<file path="config.mk">
export PLATFORM = sky130hd
export DESIGN_NAME = binomial_coefficient_core
export DESIGN_NICKNAME = d
export VERILOG_FILES = /design/src/rtl/bc_pkg.sv /design/src/rtl/bc_ctrl.sv /design/src/rtl/bc_datapath.sv /design/src/rtl/binomial_coefficient_core.sv
export SDC_FILE = /design/constraint.sdc
export NUM_CORES = 2
export LEC_CHECK = 0
export BUFFER_PORTS_ARGS = -buffer_cell sky130_fd_sc_hd__buf_2
export CELL_PAD_IN_SITES_DETAIL_PLACEMENT = 1
export CELL_PAD_IN_SITES_GLOBAL_PLACEMENT = 2
export CORE_ASPECT_RATIO = 1.2
export CORE_MARGIN = 5
export CORE_UTILIZATION = 44
export DETAILED_ROUTE_END_ITERATION = 8
export PLACE_DENSITY_LB_ADDON = 0.1
export SYNTH_ARGS = -nofsm -noshare
export SYNTH_HDL_FRONTEND = slang
export SYNTH_SLANG_ARGS = --single-unit
export TNS_END_PERCENT = 100
</file>
<file path="constraint.sdc">
create_clock -name aclk -period 49.9 [get_ports aclk]
set_input_delay 7.485 -clock aclk [delete_from_list [all_inputs] [get_ports aclk]]
set_output_delay 7.485 -clock aclk [all_outputs]
set_load 0.02 [all_outputs]
</file>
<file path="src/rtl/bc_pkg.sv">
// Shared constants, command and status types for the binomial coefficient core.
// Depends on nothing; imported by bc_ctrl, bc_datapath and binomial_coefficient_core.
package bc_pkg;

    localparam int TOTAL_W      = 7;
    localparam int COEF_W       = 64;
    localparam int MAX_TOTAL    = 127;
    localparam int RESULT_WIDTH = 64;

    // product of the running value and a numerator factor
    localparam int PROD_W     = RESULT_WIDTH + TOTAL_W;
    // quotient bits resolved by the divider in one cycle
    localparam int DIV_RADIX  = 8;
    localparam int DIV_BITS   = ((PROD_W + DIV_RADIX - 1) / DIV_RADIX) * DIV_RADIX;
    localparam int DIV_CYCLES = DIV_BITS / DIV_RADIX;
    localparam int DIV_CNT_W  = $clog2(DIV_CYCLES);

    localparam logic [COEF_W-1:0] RESULT_LIMIT = COEF_W'({RESULT_WIDTH{1'b1}});

    typedef struct packed {
        logic load;
        logic setup;
        logic mul;
        logic div_step;
        logic commit;
        logic publish;
    } bc_cmd_t;

    typedef struct packed {
        logic special;
        logic k_zero;
        logic last_step;
        logic div_last;
        logic q_ovf;
    } bc_status_t;

endpackage

</file>
<file path="src/rtl/bc_ctrl.sv">
// Sequencer for the binomial coefficient core: request handshakes and step control.
// Depends on bc_pkg; drives bc_datapath through bc_cmd_t and reads bc_status_t.
module bc_ctrl (
    input  logic              aclk,
    input  logic              aresetn,
    input  logic              s_valid,
    output logic              s_ready,
    output logic              m_valid,
    input  logic              m_ready,
    output bc_pkg::bc_cmd_t   cmd,
    input  bc_pkg::bc_status_t st
);
    import bc_pkg::*;

    typedef enum logic [5:0] {
        ST_IDLE   = 6'b000001,
        ST_SETUP  = 6'b000010,
        ST_MUL    = 6'b000100,
        ST_DIV    = 6'b001000,
        ST_COMMIT = 6'b010000,
        ST_DONE   = 6'b100000
    } bc_state_t;

    bc_state_t state_reg, state_next;
    logic      m_valid_reg, m_valid_next;

    always_comb begin
        state_next = state_reg;
        cmd        = '0;
        case (state_reg)
            ST_IDLE: begin
                if (s_valid) begin
                    cmd.load   = 1'b1;
                    state_next = ST_SETUP;
                end
            end
            ST_SETUP: begin
                cmd.setup = 1'b1;
                if (st.special || st.k_zero) begin
                    state_next = ST_DONE;
                end else begin
                    state_next = ST_MUL;
                end
            end
            ST_MUL: begin
                cmd.mul    = 1'b1;
                state_next = ST_DIV;
            end
            ST_DIV: begin
                cmd.div_step = 1'b1;
                if (st.div_last) begin
                    state_next = ST_COMMIT;
                end
            end
            ST_COMMIT: begin
                cmd.commit = 1'b1;
                if (st.q_ovf || st.last_step) begin
                    state_next = ST_DONE;
                end else begin
                    state_next = ST_MUL;
                end
            end
            ST_DONE: begin
                // hold until the output register is free
                if (!m_valid_reg || m_ready) begin
                    cmd.publish = 1'b1;
                    state_next  = ST_IDLE;
                end
            end
            default: begin
                state_next = ST_IDLE;
            end
        endcase
    end

    always_comb begin
        if (cmd.publish) begin
            m_valid_next = 1'b1;
        end else if (m_ready) begin
            m_valid_next = 1'b0;
        end else begin
            m_valid_next = m_valid_reg;
        end
    end

    always_ff @(posedge aclk) begin
        if (!aresetn) begin
            state_reg   <= ST_IDLE;
            m_valid_reg <= 1'b0;
        end else begin
            state_reg   <= state_next;
            m_valid_reg <= m_valid_next;
        end
    end

    assign s_ready = (state_reg == ST_IDLE);
    assign m_valid = m_valid_reg;

endmodule

</file>
<file path="src/rtl/bc_datapath.sv">
// Datapath of the binomial coefficient core: operand registers, multiplier,
// radix-256 exact divider and output register. Depends on bc_pkg.
module bc_datapath (
    input  logic                          aclk,
    input  logic                          aresetn,
    input  logic [bc_pkg::TOTAL_W-1:0]    s_total,
    input  logic [bc_pkg::TOTAL_W-1:0]    s_chosen,
    input  bc_pkg::bc_cmd_t               cmd,
    output bc_pkg::bc_status_t            st,
    output logic [bc_pkg::COEF_W-1:0]     m_coefficient,
    output logic                          m_overflow
);
    import bc_pkg::*;

    logic [TOTAL_W-1:0]      n_reg, m_reg, k_reg, i_reg;
    logic [RESULT_WIDTH-1:0] r_reg;
    logic                    ovf_reg;
    logic [DIV_BITS-1:0]     div_reg, div_next;
    logic [TOTAL_W-1:0]      rem_reg, rem_next;
    logic [DIV_CNT_W-1:0]    cnt_reg;
    logic [COEF_W-1:0]       coef_reg;
    logic                    out_ovf_reg;

    logic [TOTAL_W-1:0]      diff, k_calc, num;
    logic                    reject, m_gt_n;
    logic [PROD_W-1:0]       prod;

    assign diff   = n_reg - m_reg;
    assign k_calc = (m_reg < diff) ? m_reg : diff;
    assign reject = {1'b0, n_reg} > 8'(MAX_TOTAL);
    assign m_gt_n = m_reg > n_reg;
    // numerator factor n - k + i, never above n
    assign num    = n_reg - k_reg + i_reg;
    assign prod   = PROD_W'(r_reg) * PROD_W'(num);

    assign st.special   = reject || m_gt_n;
    assign st.k_zero    = (k_calc == '0);
    assign st.last_step = (i_reg == k_reg);
    assign st.div_last  = (cnt_reg == DIV_CNT_W'(DIV_CYCLES - 1));
    assign st.q_ovf     = (div_reg[DIV_BITS-1:RESULT_WIDTH] != '0);

    // DIV_RADIX restoring steps per cycle; remainder stays below i
    always_comb begin
        logic [TOTAL_W:0] trial;
        rem_next = rem_reg;
        div_next = div_reg;
        for (int b = 0; b < DIV_RADIX; b++) begin
            trial    = {rem_next, div_next[DIV_BITS-1]};
            div_next = {div_next[DIV_BITS-2:0], 1'b0};
            if (trial >= {1'b0, i_reg}) begin
                trial       = trial - {1'b0, i_reg};
                div_next[0] = 1'b1;
            end
            rem_next = trial[TOTAL_W-1:0];
        end
    end

    always_ff @(posedge aclk) begin
        if (cmd.load) begin
            n_reg <= s_total;
            m_reg <= s_chosen;
        end
        if (cmd.setup) begin
            k_reg   <= k_calc;
            i_reg   <= TOTAL_W'(1);
            r_reg   <= m_gt_n ? '0 : RESULT_WIDTH'(1);
            ovf_reg <= reject;
        end
        if (cmd.mul) begin
            div_reg <= DIV_BITS'(prod);
            rem_reg <= '0;
            cnt_reg <= '0;
        end
        if (cmd.div_step) begin
            div_reg <= div_next;
            rem_reg <= rem_next;
            cnt_reg <= cnt_reg + 1'b1;
        end
        if (cmd.commit) begin
            if (st.q_ovf) begin
                ovf_reg <= 1'b1;
            end else begin
                r_reg <= div_reg[RESULT_WIDTH-1:0];
                i_reg <= i_reg + 1'b1;
            end
        end
        if (cmd.publish) begin
            coef_reg    <= ovf_reg ? RESULT_LIMIT : COEF_W'(r_reg);
            out_ovf_reg <= ovf_reg;
        end
    end

    assign m_coefficient = coef_reg;
    assign m_overflow    = out_ovf_reg;

`ifndef SYNTHESIS
    a_div_nonzero: assert property (@(posedge aclk) disable iff (!aresetn)
        cmd.div_step |-> i_reg != '0)
        else $error("divider running with a zero divisor");

    a_value_grows: assert property (@(posedge aclk) disable iff (!aresetn)
        cmd.commit && !st.q_ovf |=> r_reg >= $past(r_reg))
        else $error("partial coefficient shrank");

    a_saturate: assert property (@(posedge aclk) disable iff (!aresetn)
        cmd.publish && ovf_reg |=> coef_reg == RESULT_LIMIT && out_ovf_reg)
        else $error("overflowed result not saturated");
`endif

endmodule

</file>
<file path="src/rtl/binomial_coefficient_core.sv">
// Top level of the binomial coefficient core C(total, chosen).
// Depends on bc_pkg, bc_ctrl and bc_datapath.
//
//  channel  | ports                                  | direction
//  ---------+----------------------------------------+----------
//  request  | s_valid s_ready s_total s_chosen       | in
//  result   | m_valid m_ready m_coefficient m_overflow | out
//
// One request at a time. With k = min(chosen, total - chosen) the result is
// registered after k steps, or fewer if the value overflows: each step is one
// multiply, the divider steps (8 quotient bits a cycle) and one commit.
// Chosen above total, or k of zero, goes straight from setup to the result.
// A new request is taken as soon as the previous result sits in the output
// register; a stalled result holds the sequencer in its final state.
// Reset (aresetn, synchronous, active low) clears the sequencer and m_valid.
module binomial_coefficient_core (
    input  logic                       aclk,
    input  logic                       aresetn,
    input  logic                       s_valid,
    output logic                       s_ready,
    input  logic [bc_pkg::TOTAL_W-1:0] s_total,
    input  logic [bc_pkg::TOTAL_W-1:0] s_chosen,
    output logic                       m_valid,
    input  logic                       m_ready,
    output logic [bc_pkg::COEF_W-1:0]  m_coefficient,
    output logic                       m_overflow
);
    import bc_pkg::*;

    bc_cmd_t    cmd;
    bc_status_t st;

    bc_ctrl u_ctrl (
        .aclk    (aclk),
        .aresetn (aresetn),
        .s_valid (s_valid),
        .s_ready (s_ready),
        .m_valid (m_valid),
        .m_ready (m_ready),
        .cmd     (cmd),
        .st      (st)
    );

    bc_datapath u_datapath (
        .aclk          (aclk),
        .aresetn       (aresetn),
        .s_total       (s_total),
        .s_chosen      (s_chosen),
        .cmd           (cmd),
        .st            (st),
        .m_coefficient (m_coefficient),
        .m_overflow    (m_overflow)
    );

endmodule
</file>
## Word level (Yosys, flattened, before mapping)

Index checks and enable logic that the tools add are counted.

| word-level totals | value |
|---|---|
| bits in registers | 248 |
| output and inout port bits | 67 |

| cells by class | value |
|---|---|
| add/subtract/negate cells | 13 |
| $mul | 1 |
| magnitude comparators | 10 |
| eq/ne operators | 11 |
| mux-type cells | 49 |
| reduce and logical (&&, ||, !) cells | 9 |

Operators with widths:

| kind | number |
|---|---|
| 64-bit two-way mux | 3 |
| 72-bit two-way mux | 2 |
| 7-bit two-way mux | 14 |
| 64-bit by 7-bit multiplier with 71-bit output | 1 |
| 7-bit subtractor | 10 |
| 8-bit by 7-bit greater-or-equal comparator with 1-bit output | 8 |
| 6-bit one-hot mux with 6 select lines | 1 |
| 6-bit two-way mux | 5 |
| 1-bit two-way mux | 22 |
| 4-bit two-way mux | 2 |
| 8-bit nonzero test | 1 |
| 7-bit by 1-bit adder with 7-bit output (second input constant) | 1 |
| 7-bit adder | 1 |
| 7-bit == test | 1 |
| 7-bit greater-than comparator | 1 |
| 7-bit logical NOT | 1 |
| 7-bit less-than comparator | 1 |
| 6-bit by 1-bit == test with 1-bit output (second input constant) | 1 |
| 6-bit by 2-bit == test with 1-bit output (second input constant) | 1 |
| 6-bit by 3-bit == test with 1-bit output (second input constant) | 1 |
| 6-bit by 4-bit == test with 1-bit output (second input constant) | 1 |
| 6-bit by 5-bit == test with 1-bit output (second input constant) | 1 |
| 6-bit == test (second input constant) | 1 |
| 4-bit by 1-bit adder with 4-bit output (second input constant) | 1 |
| other kinds (7) | 11 |

## Longest topological paths before layout

| depth | value |
|---|---|
| word-level depth | 17 |
| mapped depth | 79 |
| mapped depth without buffers | 74 |

## Hierarchy

A second synthesis with hierarchy kept.

| second synthesis, totals | value |
|---|---|
| cell total of the unflattened synthesis | 2,955 |
| area, all modules | 26,766.9 µm² |

By module, submodules not included:

| module | instances | cells each | area each (µm²) | seq. area each (µm²) |
|---|---|---|---|---|
| bc_datapath | 1 | 2,909 | 26,351.5 | 6,516.2 |
| bc_ctrl | 1 | 46 | 415.4 | 140.1 |

## Worst setup path before layout

Ideal clock, no wire load.

| path | value |
|---|---|
| kind | register to register |
| start point | register u_datapath.i_reg[1] |
| end point | register u_datapath.rem_reg[4] (data pin) |
| library setup time | 0.266 ns |
| arrival time | 15.554 ns |
| data required time | 49.634 ns |
| slack | 34.080 ns |
| cell stages (with the launch flop) | 72 |
| buffers on the path | 5 |
| cells stage by stage | dfxtp_1 inv_1 ha_1 nand4_1 a311o_1 and2_1 buf_6 mux2_2 ha_1 nor2b_1 o31a_1 o31ai_1 o211ai_4 buf_4 mux2_2 ha_1 o21a_1 o31a_1 [36 not listed] a21o_1 a21oi_1 o21ai_0 a21o_1 a211oi_4 mux2i_1 ha_1 nor2b_1 o21ai_0 nand2b_1 a21o_1 a21oi_1 o21ai_0 a21o_1 a211o_1 buf_2 mux2i_1 nor2_1 |

| between the ends | value |
|---|---|
| word-level cells in the longest chain between the ends | 17 |
| elaborated cells on any way between the ends | 25 |

RTL lines:

| what | line | text |
|---|---|---|
| start: declaration | bc_datapath.sv:15 | `logic [TOTAL_W-1:0] n_reg, m_reg, k_reg, i_reg;` |
| start signal: assignment | bc_datapath.sv:84 | `i_reg <= i_reg + 1'b1;` |
| 7-bit subtractor or 8-bit by 7-bit greater-or-equal comparator with 1-bit output (tied branches) | bc_datapath.sv:51, bc_datapath.sv:50 |  |
| 7-bit two-way mux | bc_datapath.sv:50 | `if (trial >= {1'b0, i_reg}) begin` |
| 7-bit subtractor or 8-bit by 7-bit greater-or-equal comparator with 1-bit output (tied branches) | bc_datapath.sv:51, bc_datapath.sv:50 |  |
| 7-bit two-way mux | bc_datapath.sv:50 |  |
| 7-bit subtractor or 8-bit by 7-bit greater-or-equal comparator with 1-bit output (tied branches) | bc_datapath.sv:51, bc_datapath.sv:50 |  |
| 7-bit two-way mux | bc_datapath.sv:50 |  |
| 7-bit subtractor or 8-bit by 7-bit greater-or-equal comparator with 1-bit output (tied branches) | bc_datapath.sv:51, bc_datapath.sv:50 |  |
| 7-bit two-way mux | bc_datapath.sv:50 |  |
| 7-bit subtractor or 8-bit by 7-bit greater-or-equal comparator with 1-bit output (tied branches) | bc_datapath.sv:51, bc_datapath.sv:50 |  |
| 7-bit two-way mux | bc_datapath.sv:50 |  |
| 7-bit subtractor or 8-bit by 7-bit greater-or-equal comparator with 1-bit output (tied branches) | bc_datapath.sv:51, bc_datapath.sv:50 |  |
| 7-bit two-way mux | bc_datapath.sv:50 |  |
| 8-bit by 7-bit greater-or-equal comparator with 1-bit output or 7-bit subtractor (tied branches) | bc_datapath.sv:50, bc_datapath.sv:51 |  |
| 7-bit two-way mux | bc_datapath.sv:50 |  |
| 7-bit subtractor or 8-bit by 7-bit greater-or-equal comparator with 1-bit output (tied branches) | bc_datapath.sv:51, bc_datapath.sv:50 |  |
| 7-bit two-way mux * | bc_datapath.sv:50 |  |
| 7-bit two-way mux * | bc_datapath.sv:74 | `if (cmd.div_step) begin` |
| end signal: assignment | bc_datapath.sv:76 | `rem_reg <= rem_next;` |
| end: declaration | bc_datapath.sv:19 | `logic [TOTAL_W-1:0] rem_reg, rem_next;` |

Every way passes the cells marked *; elsewhere a longest branch is shown, timed or not.
A chain may end at the register's enable or synchronous reset.

## Worst setup path in the final report

| path | value |
|---|---|
| start point | register u_datapath.i_reg[5] |
| end point | register u_datapath.rem_reg[1] (data pin) |

| between the ends | value |
|---|---|
| word-level cells in the longest chain between the ends | 17 |
| elaborated cells on any way between the ends | 25 |

RTL lines:

| what | line |
|---|---|
| 7-bit subtractor or 8-bit by 7-bit greater-or-equal comparator with 1-bit output (tied branches) | bc_datapath.sv:51, bc_datapath.sv:50 |
| 7-bit two-way mux | bc_datapath.sv:50 |
| 7-bit subtractor or 8-bit by 7-bit greater-or-equal comparator with 1-bit output (tied branches) | bc_datapath.sv:51, bc_datapath.sv:50 |
| 7-bit two-way mux | bc_datapath.sv:50 |
| 8-bit by 7-bit greater-or-equal comparator with 1-bit output or 7-bit subtractor (tied branches) | bc_datapath.sv:50, bc_datapath.sv:51 |
| 7-bit two-way mux | bc_datapath.sv:50 |
| 7-bit subtractor or 8-bit by 7-bit greater-or-equal comparator with 1-bit output (tied branches) | bc_datapath.sv:51, bc_datapath.sv:50 |
| 7-bit two-way mux | bc_datapath.sv:50 |
| 7-bit subtractor or 8-bit by 7-bit greater-or-equal comparator with 1-bit output (tied branches) | bc_datapath.sv:51, bc_datapath.sv:50 |
| 7-bit two-way mux | bc_datapath.sv:50 |
| 7-bit subtractor or 8-bit by 7-bit greater-or-equal comparator with 1-bit output (tied branches) | bc_datapath.sv:51, bc_datapath.sv:50 |
| 7-bit two-way mux | bc_datapath.sv:50 |
| 8-bit by 7-bit greater-or-equal comparator with 1-bit output or 7-bit subtractor (tied branches) | bc_datapath.sv:50, bc_datapath.sv:51 |
| 7-bit two-way mux | bc_datapath.sv:50 |
| 7-bit subtractor or 8-bit by 7-bit greater-or-equal comparator with 1-bit output (tied branches) | bc_datapath.sv:51, bc_datapath.sv:50 |
| 7-bit two-way mux * | bc_datapath.sv:50 |
| 7-bit two-way mux * | bc_datapath.sv:74 |

Marked as above.

==> results.md <==
Yosys:
- The synthesized netlist contains 78 unique library cells.
- The average cell area after synthesis is around 9.1 sq um.
- The number of nets produced by synthesis is 3,439.
- Counting flops and latches in the post-synthesis netlist gives 248.
- Summing every instance area after synthesis gives 26,500 sq um.
- Among all flip-flop cells after synthesis, the most frequent one is edfxtp_1.
- In the synthesized netlist, the number of instances is roughly 2,900.
- The proportion of register bits with asynchronous set or reset after synthesis is 0.
- The share of the Yosys chip area taken by registers is 0.251.
- The Yosys step of the flow raised 0 warnings.
- The count of flip-flops with a built-in enable after synthesis is around 170.

Finish:
- The count of inserted antenna diode cells is 0.
- Once layout is complete, the utilization of the core stands at 0.480.
- In the final layout, the share of cells above drive strength 1 is 0.0951.
- The top cell types in the final layout, fill and taps aside, are nand2_1, fa_1, inv_1, ha_1, edfxtp_1.
- The total number of nets in the final design is around 3,400.
- Relative to the synthesized area, the layout overhead comes to 8.10%.
- The library cell used most frequently in the layout, excluding fill and tap cells, is nand2_1.
- The number of flip-flops in the largest register is 72.

Setup path:
- The highest-delay cell along the critical path is mux2i_1.
- Along the worst path, the maximum fanout reaches 17.
- The most common cell type on the critical path is o21ai_0.
- STA puts the critical path data required time at 50.30 ns.
- The delay of the slowest critical-path stage is a little under 0.9 ns.
- The data arrival at the endpoint of the critical path is 19.21 ns.
- For flop-to-flop paths, the worst setup slack is between 30 and 40 ns.
- The critical path capture point type is a flip-flop.
- The worst setup path is of the flip-flop to flip-flop kind.
- The category of the worst setup path launch point is a flip-flop.

Worst hold path:
- The worst hold path belongs to the class flip-flop to flip-flop.

Floorplanning:
- After floorplanning, the core was divided into about 100 placement rows.
- The number of placed I/O pins is 85.
- The die is around 230 um wide.
- The die extent in y is between 200 and 300 um.
- The area of the die is roughly 65,000 sq um.
- The initial utilization of the core area, before any placement, comes to 0.444.
- The floorplan step defined a core boundary enclosing around 60,000 sq um.

GRT:
- In the global route stage, met1 resource usage came out at 0.304.
- The via count of the first global-routing pass is between 20,000 and 25,000.
- The met3 layer usage reported by global route is 0.0236.
- The initial antenna violation count is 0.
- For this run, global-route usage on met2 was measured as 0.464.
- The busiest layer in global routing is met2.
- The overall routing resource usage is 0.247.
- Entering global routing, the biggest net connects 74 pins.
- For this run the aggregate overflow at the end of global routing stands at 0.
- The global-route wire length before repair is 129,000 um.

STA:
- The total count of hold-check failures in the final report is 0.
- The final worst hold slack is 0.472 ns.
- The count of pins over their slew limit was 0.
- The worst pin sits at a relative slew slack of 0.228.
- The final setup skew is approximately 0.023 ns.
- The post-layout minimum cycle time is 18.81 ns.
- The sum of negative setup slack is 0 ns.
- The post-route fraction of the period consumed by the critical path is 0.377.
- Setup repair after global routing left no endpoint under its margin.
- Setup violations remaining at the end of the flow were counted as 0.
- For the pin with the worst max-slew slack, the measured transition is 1.13 ns.
- The maximum achievable frequency is around 53 MHz.

Clock network:
- The post-CTS repair timing setup buffer count is 0.
- Clock-pin slew was measured on the worst setup and hold paths at around 0.060 ns.
- The number of levels in the clock H-tree is 2.
- The clock tree from TritonCTS is done.
- The latest clock arrival within the worst-skew pair is 0.55 ns.
- The master cell of the clock root buffer is clkbuf_16.
- The number of sinks driven by the clock tree is around 250.
- The clock passes through at most 3 buffers.
- In this run, post-CTS repair resized a total of 0 instances.
- The total clock buffers created by CTS is 34.
- For this design, the CTS-stage hold fixing added 0 buffers.

Drt:
- Dividing the detail-routed via count by the number of cells gives approximately 5.5.
- The DRC violation count after routing is 0.
- The number of iterations in the first detailed-routing pass is 5.
- In the final routed layout, each cell accounts on average for 21.4 um.
- For this block, the via count after detailed routing is about 20,000.
- In this run the remaining antenna-violating nets after routing total 0.
- In this run, the number of DRC markers left after iteration 0 of detailed routing was 870.
- The total length of routed wires is between 70,000 and 80,000 um.

Power:
- The power spent charging and discharging nets is just over 1000 uW.
- Internal power comes to between 1000 and 1500 uW.
- The areal power density over the cells is 73.0 nW/um^2.
- The share of total power dissipated in the clock network is 0.124.
- Of the total power, the share spent switching nets is 0.486.
- VDD sags by at most ~210 uV.
- Of the total power, combinational logic draws 0.769.
- The relative contribution of sequential cells to total power is 0.107.
- Summed over all cells, the static leakage comes to ~0.013 uW.

Place:
- The final weighted congestion in routability-driven placement is 0.854.
- The estimated wirelength of the detail-placed design is slightly below 60,000 um.
- The quantity of I/O buffers inserted on ports is between 80 and 90.

Outcome:
- The flow ran to the end, and the final reports show no timing, DRC or antenna violations.

Run:
- Max-cap violations in this run came to 0.
[cell type report]
type	instances	area, sq um
multi-input combinational	2185	18100
clock inverter	22	260
clock buffer	40	905
inverter	311	1170
tap	800	1000
fill	6900	31000
timing repair buffer	106	586
sequential	248	6660
[power groups by stage]
stage | registers (uW) | logic, uW | clock network, uW
after floorplan | 228 | 1280 | 0
after global placement | 227 | 1590 | 0
after detailed placement | 227 | 1600 | 0
after CTS | 223 | 1610 | 267
after global routing | 223 | 1800 | 275
final | 223 | 1610 | 260
[critical path, delay by kind of cell (launching register included)]
family / cells / cell delay [ns]
muxes: 9 / 3.94
AOI/OAI and AO/OA: 35 / 9.14
and+or+nand+nor: 13 / 2.19
DFF: 1 / 0.39
buffers and inverters: 2 / 0.25
adders and majority gates: 8 / 2.72
[through the flow]
stage / instances / cell area, sq um / total power, uW / worst slack, ns
3_3_place_gp: 3650 / 27500 / 1810 / 31.86
3_5_place_dp: 3650 / 27500 / 1820 / 31.33
2_1_floorplan: 2923 / 26500 / 1500 / 34.08
4_1_cts: 3712 / 28600 / 2100 / 31.15
6_report: 3712 / 28600 / 2090 / 31.09
5_1_grt: 3712 / 28600 / 2300 / 29.58
[cells in the mapped netlist (30+ instances only)]
cell,n,share of area
fa_1,324,0.24
a21o_1,78,0.022
and2_1,84,0.020
xnor2_1,62,0.021
edfxtp_1,169,0.19
nor2_1,109,0.015
nand2_1,598,0.085
clkbuf_1,122,0.017
inv_1,311,0.044
a21oi_1,145,0.027
xor2_1,47,0.016
buf_1,51,0.0072
o21ai_0,159,0.030
dfxtp_1,79,0.060
or2_2,68,0.016
nand3_1,30,0.0057
ha_1,174,0.082
[routing by layer]
metal	up-vias	share of wire
met5	-	0
met4	0	0.026
met3	112	0.022
met2	236	0.53
met1	10600	0.42
li1	9460	-
[worst paths after layout]
kind,startpoint,end,cells past startpoint
hold / removal,u_datapath.div_reg[59]$_DFFE_PP_,u_datapath.r_reg[59]$_DFF_P_,2
setup / recovery,u_datapath.i_reg[5]$_DFF_P_,u_datapath.rem_reg[1]$_SDFFCE_PN0P_,67
hold reg to reg,u_datapath.div_reg[59]$_DFFE_PP_,u_datapath.r_reg[59]$_DFF_P_,2
setup reg to reg,u_datapath.i_reg[5]$_DFF_P_,u_datapath.rem_reg[1]$_SDFFCE_PN0P_,67
[kinds of logic after synthesis]
family | count (synthesis) | share of synthesized area
flip-flops | 248 | 0.251
XOR/XNOR | 109 | 0.0360
buffers and inverters | 490 | 0.0703
multiplexers | 49 | 0.0198
AO/OA/AOI/OAI | 510 | 0.121
adder cells (fa/ha/maj) | 498 | 0.327
AND/OR/NAND/NOR | 1019 | 0.174
Power figures use the tool's default switching activity.
